==> config.mk <==
export PLATFORM = sky130hd
export DESIGN_NAME = bdtc_datapath
export DESIGN_NICKNAME = d
export VERILOG_FILES = /design/src/design/bdtc_pkg.sv /design/src/design/bdtc_datapath.sv
export SDC_FILE = /design/constraint.sdc
export NUM_CORES = 1
export LEC_CHECK = 0
export ABC_AREA = 1
export BUFFER_PORTS_ARGS = -buffer_cell sky130_fd_sc_hd__buf_2
export CAP_MARGIN = 20
export CORE_MARGIN = 2
export CORE_UTILIZATION = 60
export DETAILED_ROUTE_END_ITERATION = 8
export GPL_ROUTABILITY_DRIVEN = 0
export PLACE_DENSITY = 0.85
export SLEW_MARGIN = 20
export SYNTH_ARGS = -nofsm -noshare
export SYNTH_HDL_FRONTEND = slang
export SYNTH_SLANG_ARGS = --single-unit
==> constraint.sdc <==
create_clock -name aclk -period 6.14 [get_ports aclk]
set_clock_uncertainty 0.05 [all_clocks]
set_input_delay 0.921 -clock aclk [delete_from_list [all_inputs] [get_ports aclk]]
set_output_delay 0.921 -clock aclk [all_outputs]
set_load 0.01 [all_outputs]
==> src/design/bdtc_pkg.sv <==
// Shared types, constants, microcode ROM and helpers for the boundary-tag heap free block.
// No dependencies; every other design file uses it by scoped names.
`default_nettype none
package bdtc_pkg;

    localparam int HEAP_BYTES = 65536;
    localparam int TAG_BYTES  = 16;
    localparam int ADDR_W     = $clog2(HEAP_BYTES);
    localparam int TAG_LG     = $clog2(TAG_BYTES);
    localparam int TAG_SLOTS  = HEAP_BYTES / TAG_BYTES;
    localparam int SLOT_W     = ADDR_W - TAG_LG;
    localparam int SIZE_W     = 16;
    localparam int STEP_W     = 5;

    localparam logic [ADDR_W-1:0] TAG_OFS  = ADDR_W'(TAG_BYTES);
    localparam logic [SIZE_W-1:0] SIZE_MAX = '1;

    typedef logic [ADDR_W-1:0] addr_t;
    typedef logic [SIZE_W-1:0] size_t;
    typedef logic [STEP_W-1:0] step_t;

    // item modes
    localparam logic [1:0] MODE_FREE  = 2'd0;
    localparam logic [1:0] MODE_WRITE = 2'd1;
    localparam logic [1:0] MODE_READ  = 2'd2;

    // result status codes
    localparam logic [1:0] ST_OK       = 2'd0;
    localparam logic [1:0] ST_NOT_RES  = 2'd1;
    localparam logic [1:0] ST_MISMATCH = 2'd2;

    typedef struct packed {
        logic [1:0] mode;
        addr_t      addr;
        size_t      prev_size_in;
        size_t      next_size_in;
        logic       reserved_in;
        size_t      add_bytes;
    } in_t;

    typedef struct packed {
        logic [1:0] status;
        size_t      tag_prev_size;
        size_t      tag_next_size;
        logic       tag_reserved;
        size_t      freed_bytes;
        size_t      bytes_in_use;
    } out_t;

    typedef struct packed {
        logic  res;
        size_t next;
        size_t prev;
    } tag_t;

    typedef struct packed {
        logic              rd_en;
        logic              wr_en;
        logic [SLOT_W-1:0] slot;
        tag_t              wdata;
    } mem_req_t;

    // condition flags of the last tag read
    typedef struct packed {
        logic res;
        logic next_zero;
        logic prev_zero;
    } flags_t;

    typedef enum logic [1:0] {
        AS_IN = 2'd0,
        AS_T  = 2'd1,
        AS_NX = 2'd2,
        AS_PV = 2'd3
    } addr_sel_t;

    typedef enum logic [1:0] {
        WOP_PUT    = 2'd0,
        WOP_PREV   = 2'd1,
        WOP_NEXT   = 2'd2,
        WOP_CLRRES = 2'd3
    } wr_op_t;

    typedef enum logic [3:0] {
        DP_NONE      = 4'd0,
        DP_TAKE_SIZE = 4'd1,
        DP_CHECK     = 4'd2,
        DP_MERGE     = 4'd3,
        DP_PV_ADDR   = 4'd4,
        DP_ABSORB    = 4'd5,
        DP_READ_OUT  = 4'd6,
        DP_ADD_USE   = 4'd7,
        DP_ERR       = 4'd8
    } dp_op_t;

    typedef enum logic [2:0] {
        C_NEXT      = 3'd0,
        C_NOT_RES   = 3'd1,
        C_NO_MERGE  = 3'd2,
        C_PREV_ZERO = 3'd3,
        C_RES       = 3'd4
    } cond_t;

    typedef struct packed {
        addr_sel_t addr_sel;
        logic      rd_en;
        logic      wr_en;
        wr_op_t    wr_op;
        dp_op_t    dp_op;
        cond_t     cond;
        step_t     target;
        logic      done;
    } ucode_t;

    // program addresses
    localparam step_t S_F_RD_T    = step_t'(0);
    localparam step_t S_F_CHK_RES = step_t'(1);
    localparam step_t S_F_SIZE    = step_t'(2);
    localparam step_t S_F_RD_NX   = step_t'(3);
    localparam step_t S_F_CHK_NX  = step_t'(4);
    localparam step_t S_F_MERGE   = step_t'(5);
    localparam step_t S_F_WR_T    = step_t'(6);
    localparam step_t S_F_RD_NX2  = step_t'(7);
    localparam step_t S_F_WR_NX2  = step_t'(8);
    localparam step_t S_F_RD_T2   = step_t'(9);
    localparam step_t S_F_PSIZE   = step_t'(10);
    localparam step_t S_F_RD_PV   = step_t'(11);
    localparam step_t S_F_ABSORB  = step_t'(12);
    localparam step_t S_F_WR_PV   = step_t'(13);
    localparam step_t S_F_RD_NX3  = step_t'(14);
    localparam step_t S_F_WR_NX3  = step_t'(15);
    localparam step_t S_F_RD_T3   = step_t'(16);
    localparam step_t S_F_CLR     = step_t'(17);
    localparam step_t S_F_ERR     = step_t'(18);
    localparam step_t S_W_PUT     = step_t'(19);
    localparam step_t S_R_RD      = step_t'(20);
    localparam step_t S_R_OUT     = step_t'(21);
    localparam step_t S_NOP       = step_t'(22);

    function automatic ucode_t uc(addr_sel_t a, logic rd, logic wr, wr_op_t w,
                                  dp_op_t d, cond_t c, step_t tgt, logic dn);
        ucode_t u;
        u.addr_sel = a;
        u.rd_en    = rd;
        u.wr_en    = wr;
        u.wr_op    = w;
        u.dp_op    = d;
        u.cond     = c;
        u.target   = tgt;
        u.done     = dn;
        return u;
    endfunction

    function automatic ucode_t ucode_rom(step_t s);
        ucode_t u;
        unique case (s)
            S_F_RD_T:    u = uc(AS_T,  1'b1, 1'b0, WOP_PUT,    DP_NONE,      C_NEXT,      S_NOP, 1'b0);
            S_F_CHK_RES: u = uc(AS_T,  1'b0, 1'b0, WOP_PUT,    DP_NONE,      C_NOT_RES,   S_F_ERR, 1'b0);
            S_F_SIZE:    u = uc(AS_T,  1'b0, 1'b0, WOP_PUT,    DP_TAKE_SIZE, C_NEXT,      S_NOP, 1'b0);
            S_F_RD_NX:   u = uc(AS_NX, 1'b1, 1'b0, WOP_PUT,    DP_NONE,      C_NEXT,      S_NOP, 1'b0);
            S_F_CHK_NX:  u = uc(AS_NX, 1'b0, 1'b0, WOP_PUT,    DP_CHECK,     C_NO_MERGE,  S_F_RD_NX2, 1'b0);
            S_F_MERGE:   u = uc(AS_T,  1'b1, 1'b0, WOP_PUT,    DP_MERGE,     C_NEXT,      S_NOP, 1'b0);
            S_F_WR_T:    u = uc(AS_T,  1'b0, 1'b1, WOP_NEXT,   DP_NONE,      C_NEXT,      S_NOP, 1'b0);
            S_F_RD_NX2:  u = uc(AS_NX, 1'b1, 1'b0, WOP_PUT,    DP_NONE,      C_NEXT,      S_NOP, 1'b0);
            S_F_WR_NX2:  u = uc(AS_NX, 1'b0, 1'b1, WOP_PREV,   DP_NONE,      C_NEXT,      S_NOP, 1'b0);
            S_F_RD_T2:   u = uc(AS_T,  1'b1, 1'b0, WOP_PUT,    DP_NONE,      C_NEXT,      S_NOP, 1'b0);
            S_F_PSIZE:   u = uc(AS_T,  1'b0, 1'b0, WOP_PUT,    DP_PV_ADDR,   C_PREV_ZERO, S_F_RD_T3, 1'b0);
            S_F_RD_PV:   u = uc(AS_PV, 1'b1, 1'b0, WOP_PUT,    DP_NONE,      C_NEXT,      S_NOP, 1'b0);
            S_F_ABSORB:  u = uc(AS_PV, 1'b0, 1'b0, WOP_PUT,    DP_ABSORB,    C_RES,       S_F_RD_T3, 1'b0);
            S_F_WR_PV:   u = uc(AS_PV, 1'b0, 1'b1, WOP_NEXT,   DP_NONE,      C_NEXT,      S_NOP, 1'b0);
            S_F_RD_NX3:  u = uc(AS_NX, 1'b1, 1'b0, WOP_PUT,    DP_NONE,      C_NEXT,      S_NOP, 1'b0);
            S_F_WR_NX3:  u = uc(AS_NX, 1'b0, 1'b1, WOP_PREV,   DP_NONE,      C_NEXT,      S_NOP, 1'b1);
            S_F_RD_T3:   u = uc(AS_T,  1'b1, 1'b0, WOP_PUT,    DP_NONE,      C_NEXT,      S_NOP, 1'b0);
            S_F_CLR:     u = uc(AS_T,  1'b0, 1'b1, WOP_CLRRES, DP_NONE,      C_NEXT,      S_NOP, 1'b1);
            S_F_ERR:     u = uc(AS_T,  1'b0, 1'b0, WOP_PUT,    DP_ERR,       C_NEXT,      S_NOP, 1'b1);
            S_W_PUT:     u = uc(AS_IN, 1'b0, 1'b1, WOP_PUT,    DP_ADD_USE,   C_NEXT,      S_NOP, 1'b1);
            S_R_RD:      u = uc(AS_IN, 1'b1, 1'b0, WOP_PUT,    DP_NONE,      C_NEXT,      S_NOP, 1'b0);
            S_R_OUT:     u = uc(AS_IN, 1'b0, 1'b0, WOP_PUT,    DP_READ_OUT,  C_NEXT,      S_NOP, 1'b1);
            default:     u = uc(AS_IN, 1'b0, 1'b0, WOP_PUT,    DP_NONE,      C_NEXT,      S_NOP, 1'b1);
        endcase
        return u;
    endfunction

    function automatic step_t entry_of(logic [1:0] mode);
        step_t s;
        unique case (mode)
            MODE_FREE:  s = S_F_RD_T;
            MODE_WRITE: s = S_W_PUT;
            MODE_READ:  s = S_R_RD;
            default:    s = S_NOP;
        endcase
        return s;
    endfunction

    // a + b + one tag, clamped to the size range
    function automatic size_t sat_add_tag(size_t a, size_t b);
        logic [SIZE_W+1:0] s;
        s = {2'b00, a} + {2'b00, b} + (SIZE_W+2)'(TAG_BYTES);
        return (s[SIZE_W+1:SIZE_W] != 2'b00) ? SIZE_MAX : s[SIZE_W-1:0];
    endfunction

endpackage
`default_nettype wire

==> src/design/bdtc_datapath.sv <==
// Datapath: item registers, tag address and size arithmetic, result fields.
// Driven by the control word of bdtc_seq; depends on bdtc_pkg.
`default_nettype none
module bdtc_datapath (
    input  wire logic             aclk,
    input  wire logic             aresetn,
    input  wire logic             start,
    input  wire bdtc_pkg::in_t    s_word,
    input  wire bdtc_pkg::ucode_t cw,
    input  wire bdtc_pkg::tag_t   rdata,
    output bdtc_pkg::mem_req_t    req,
    output bdtc_pkg::flags_t      flags,
    output bdtc_pkg::out_t        res_next
);

    bdtc_pkg::in_t   in_reg;
    bdtc_pkg::addr_t t_addr_reg, t_addr_next;
    bdtc_pkg::addr_t nx_addr_reg, nx_addr_next;
    bdtc_pkg::addr_t pv_addr_reg, pv_addr_next;
    bdtc_pkg::size_t tnext_reg, tnext_next;
    bdtc_pkg::out_t  out_reg, out_next;
    bdtc_pkg::addr_t byte_addr;
    logic [bdtc_pkg::SIZE_W:0] use_sum;

    assign flags.res       = rdata.res;
    assign flags.next_zero = (rdata.next == '0);
    assign flags.prev_zero = (rdata.prev == '0);

    always_comb begin
        unique case (cw.addr_sel)
            bdtc_pkg::AS_IN: byte_addr = in_reg.addr;
            bdtc_pkg::AS_T:  byte_addr = t_addr_reg;
            bdtc_pkg::AS_NX: byte_addr = nx_addr_reg;
            default:         byte_addr = pv_addr_reg;
        endcase
    end

    always_comb begin
        req.rd_en = cw.rd_en;
        req.wr_en = cw.wr_en;
        req.slot  = byte_addr[bdtc_pkg::ADDR_W-1:bdtc_pkg::TAG_LG];
        req.wdata = rdata;
        unique case (cw.wr_op)
            bdtc_pkg::WOP_PUT: begin
                req.wdata.res  = in_reg.reserved_in;
                req.wdata.next = in_reg.next_size_in;
                req.wdata.prev = in_reg.prev_size_in;
            end
            bdtc_pkg::WOP_PREV: req.wdata.prev = tnext_reg;
            bdtc_pkg::WOP_NEXT: req.wdata.next = tnext_reg;
            default:            req.wdata.res  = 1'b0;
        endcase
    end

    assign use_sum = {1'b0, out_reg.bytes_in_use} + {1'b0, in_reg.add_bytes};

    always_comb begin
        t_addr_next  = t_addr_reg;
        nx_addr_next = nx_addr_reg;
        pv_addr_next = pv_addr_reg;
        tnext_next   = tnext_reg;
        out_next     = out_reg;
        if (start) begin
            // payload sits one tag above its tag; wraps round the heap
            t_addr_next            = s_word.addr - bdtc_pkg::TAG_OFS;
            out_next.status        = bdtc_pkg::ST_OK;
            out_next.tag_prev_size = '0;
            out_next.tag_next_size = '0;
            out_next.tag_reserved  = 1'b0;
            out_next.freed_bytes   = '0;
        end else begin
            unique case (cw.dp_op)
                bdtc_pkg::DP_TAKE_SIZE: begin
                    tnext_next           = rdata.next;
                    out_next.freed_bytes = rdata.next;
                    out_next.bytes_in_use = (out_reg.bytes_in_use > rdata.next) ?
                        out_reg.bytes_in_use - rdata.next : '0;
                    nx_addr_next = t_addr_reg + rdata.next + bdtc_pkg::TAG_OFS;
                end
                bdtc_pkg::DP_CHECK: begin
                    if (rdata.prev != tnext_reg) begin
                        out_next.status = bdtc_pkg::ST_MISMATCH;
                    end
                end
                bdtc_pkg::DP_MERGE: begin
                    tnext_next   = bdtc_pkg::sat_add_tag(tnext_reg, rdata.next);
                    nx_addr_next = nx_addr_reg + rdata.next + bdtc_pkg::TAG_OFS;
                end
                bdtc_pkg::DP_PV_ADDR: begin
                    pv_addr_next = t_addr_reg - rdata.prev - bdtc_pkg::TAG_OFS;
                end
                bdtc_pkg::DP_ABSORB: begin
                    tnext_next = bdtc_pkg::sat_add_tag(rdata.next, tnext_reg);
                end
                bdtc_pkg::DP_READ_OUT: begin
                    out_next.tag_prev_size = rdata.prev;
                    out_next.tag_next_size = rdata.next;
                    out_next.tag_reserved  = rdata.res;
                end
                bdtc_pkg::DP_ADD_USE: begin
                    out_next.bytes_in_use = use_sum[bdtc_pkg::SIZE_W] ?
                        bdtc_pkg::SIZE_MAX : use_sum[bdtc_pkg::SIZE_W-1:0];
                end
                bdtc_pkg::DP_ERR: begin
                    out_next.status = bdtc_pkg::ST_NOT_RES;
                end
                default: begin
                end
            endcase
        end
    end

    always_ff @(posedge aclk) begin
        if (start) begin
            in_reg <= s_word;
        end
        t_addr_reg  <= t_addr_next;
        nx_addr_reg <= nx_addr_next;
        pv_addr_reg <= pv_addr_next;
        tnext_reg   <= tnext_next;
    end

    always_ff @(posedge aclk) begin
        if (!aresetn) begin
            out_reg <= '0;
        end else begin
            out_reg <= out_next;
        end
    end

    assign res_next = out_next;

endmodule
`default_nettype wire

==> out/qor.txt <==
Fin. Hold Viols - 0
CTS clock-pin slew for the worst setup and hold paths - 0.08 ns
Switching Power - 1200 uW
EDFF count, synth - 121
Die Footprint - 25000 um^2
fmax - 227 MHz
Vias - 14466
worst path arrival time - 3.44 ns
row cnt - 56
leakage - 0.00808 uW
H-tree Lvls - 4
Area contributors post-synth - edfxtp_1 (25%), ha_1 (13%), nand2_1 (12%), dfxtp_1 (9.4%), inv_1 (6.6%)
Synth top area share - 25.5%
clock latency on the worst-skew pair - 0.44 ns
Final min period - 4.41 ns
relative slew slack - 42.3%
Post-synth ARST share - 0%
CTS buffer count - 17
synthesized area - 14300 um^2
Final nets - 2380
Detail Route Antenna Nets - 0
Clock Tree Root - clkbuf_16
Worst setup SP type - input pin
CP peak stage delay - 0.41 ns
Tot GR Track Use - 36.4%
initial antenna violation count - 2
total gr overflow - 0
Crit Path Max Fanout - 16
share of cells above drive strength 1 - 14.6%
PostCTS Resize Cnt - 0
Boundary Pins - 239
WL per Instance - 18.8 um
final setup vio count - 0
Mean Syn Cell Area - 7.51 um^2
Post-CTS Hold Fix Bufs - 0
Max rail drop VDD - 0.000135 V
Starting Density - 60.9%
number of synthesized register bits - 188
Design Area, Final - 16200 um^2
top sig layer - met4
first-pass GRT wire length - 69.7 mm
Core ar. - 23400 um^2
part of the power in registers - 41.4%
clock buffer depth - 2
post-synth net total - 2180
leading area contributor after synthesis - edfxtp_1
Pre-antenna DRT Iters - 5
Clock power frac - 31.8%
CP most frequent cell - nand2_1
Layout area overhead - 13.8%
vias in the first global route - 13296
setup slack, reg-to-reg - 3.20 ns
Slew Viols, Final - 0
P_int - 2330 uW
register area share after synthesis - 34.9%
CP endpoint kind - output pin
CP Cell Sequence - buf_2 -> ha_1 -> fa_1 -> inv_1 -> nand3_1 -> nand3_2 -> nand2_1 -> nand2_1 -> nand2_2 -> a21oi_4 -> nand3_1 -> nand2_1 -> nand2_1 -> nand2_1 -> buf_2
Residual DRC - 0
CP bufs+invs - 3
RSZ-0062 raised after global routing - no
Die W - 158 um
Main synth FF type - edfxtp_1
max reg flops - 67
met2 WL - 20.6 mm
Max-Cap Viols - 0
area of placed instances - 15600 um^2
FILL cells - 1866
wire length on met3 - 5.11 mm
DR iter-0 viols - 1763
Tcrit/Tclk final - 71.8%
synth cell count leaders - nand2_1 (457), inv_1 (251), nor2_1 (197)
die height - 158 um
delay-heaviest family, CP - simple AND/OR/NAND/NOR gates
library cells used by synthesis - 48
pin count of the biggest net entering global routing - 112
Worst Path Required - 5.17 ns
setup bufs post-CTS - 0
Ys Warns - 0
Worst-Margin Slew - 0.866 ns
status - finished, final reports clean
final wirelength - 45.6 mm
Num Clock Sinks - 188
post-synthesis instance total - 1900
logic gate share of total power - 26.8%
most frequent cell after synthesis - nand2_1
setup_tns - 0 ns
Via density - 5.95
met1 WL - 17.2 mm
HPWL Detailed - 34.3 mm
Critical Path Slowest Stage Cell - fa_1
switching share of power - 34.0%
TritonCTS clock tree - built
Pwr per Cell Area - 218 nW/um^2
PortBufs - 223
Setup CP Type - in2out
hold crit path type - reg2reg
## worst register-to-register path: cells and delay by family, from the launching register on
family | cells | cell delay [ns]
adder cells (fa/ha/maj) | 3 | 0.95
AO/OA/AOI/OAI | 3 | 0.49
AND/OR/NAND/NOR | 6 | 0.48
flip-flops | 1 | 0.47
buffers and inverters | 2 | 0.24
## power groups by stage
stage	registers, uW	logic, uW	clock network (uW)
after floorplan	1470	616	0
after global placement	1480	870	0
after detailed placement	1490	903	0
after CTS	1460	920	1120
after global routing	1460	1040	1170
final	1460	947	1120
## routing by layer
layer	global-route usage [%]	vias up
met3	6.84	181
met5	0	-
met4	19.4	0
met2	57.6	894
met1	47.2	6601
li1	-	6790
## cells in the final DEF, fill, tap and decap left out, types with 34 or more instances in the layout
| master | instances |
|---|---|
| o21ai_0 | 74 |
| inv_1 | 250 |
| nand3_1 | 95 |
| nor3_1 | 68 |
| edfxtp_1 | 121 |
| nor2_1 | 197 |
| ha_1 | 153 |
| buf_2 | 222 |
| a21oi_1 | 95 |
| nand2_1 | 457 |
| nor4_1 | 53 |
| xor2_1 | 34 |
| dfxtp_1 | 67 |
## through the flow
step	util (%)	power, uW	std cells	hold WS (ns)	setup WS, ns
floorplan	-	2090	1900	0.436	2.57
global placement	66.8	2350	2400	0.467	1.54
detailed placement	66.8	2390	2400	0.479	1.78
CTS	69.3	3500	2432	0.489	1.77
global route	69.3	3670	2433	0.512	1.56
finish	69.3	3530	2433	0.488	1.73
## logic make-up after synthesis
kind of cell / after synthesis / synth area share (%)
AO/OA/AOI/OAI: 259 / 10.9
XOR/XNOR: 59 / 3.62
adder cells (fa/ha/maj): 158 / 14.1
buffers and inverters: 310 / 8.43
flip-flops: 188 / 34.9
multiplexers: 1 / 0.0702
AND/OR/NAND/NOR: 925 / 28.0
## path summary, 6_finish.rpt
| kind | from | to | depth (start not counted) |
|---|---|---|---|
| worst max-delay path | rdata[16] | res_next[9] | 15 |
| worst max register to register | in_reg[50]$_DFFE_PP_ | nx_addr_reg[13]$_DFFE_PP_ | 14 |
| worst min register to register | out_reg[42]$_SDFF_PN0_ | out_reg[42]$_SDFF_PN0_ | 2 |
| worst min-delay path | out_reg[42]$_SDFF_PN0_ | out_reg[42]$_SDFF_PN0_ | 2 |
## final cells by class
cell class / count / area [um^2] / area share (%)
Timing Repair Buffer: 233 / 1200 / 7.38
Multi-Input combinational cell: 1402 / 8090 / 49.9
Tap cell: 319 / 399 / 2.46
Clock inverter: 13 / 129 / 0.794
Sequential cell: 188 / 4970 / 30.7
Antenna cell: 1 / 2.50 / 0.0154
Clock buffer: 19 / 464 / 2.86
Inverter: 258 / 968 / 5.97
(Power assumes the default switching activity.)
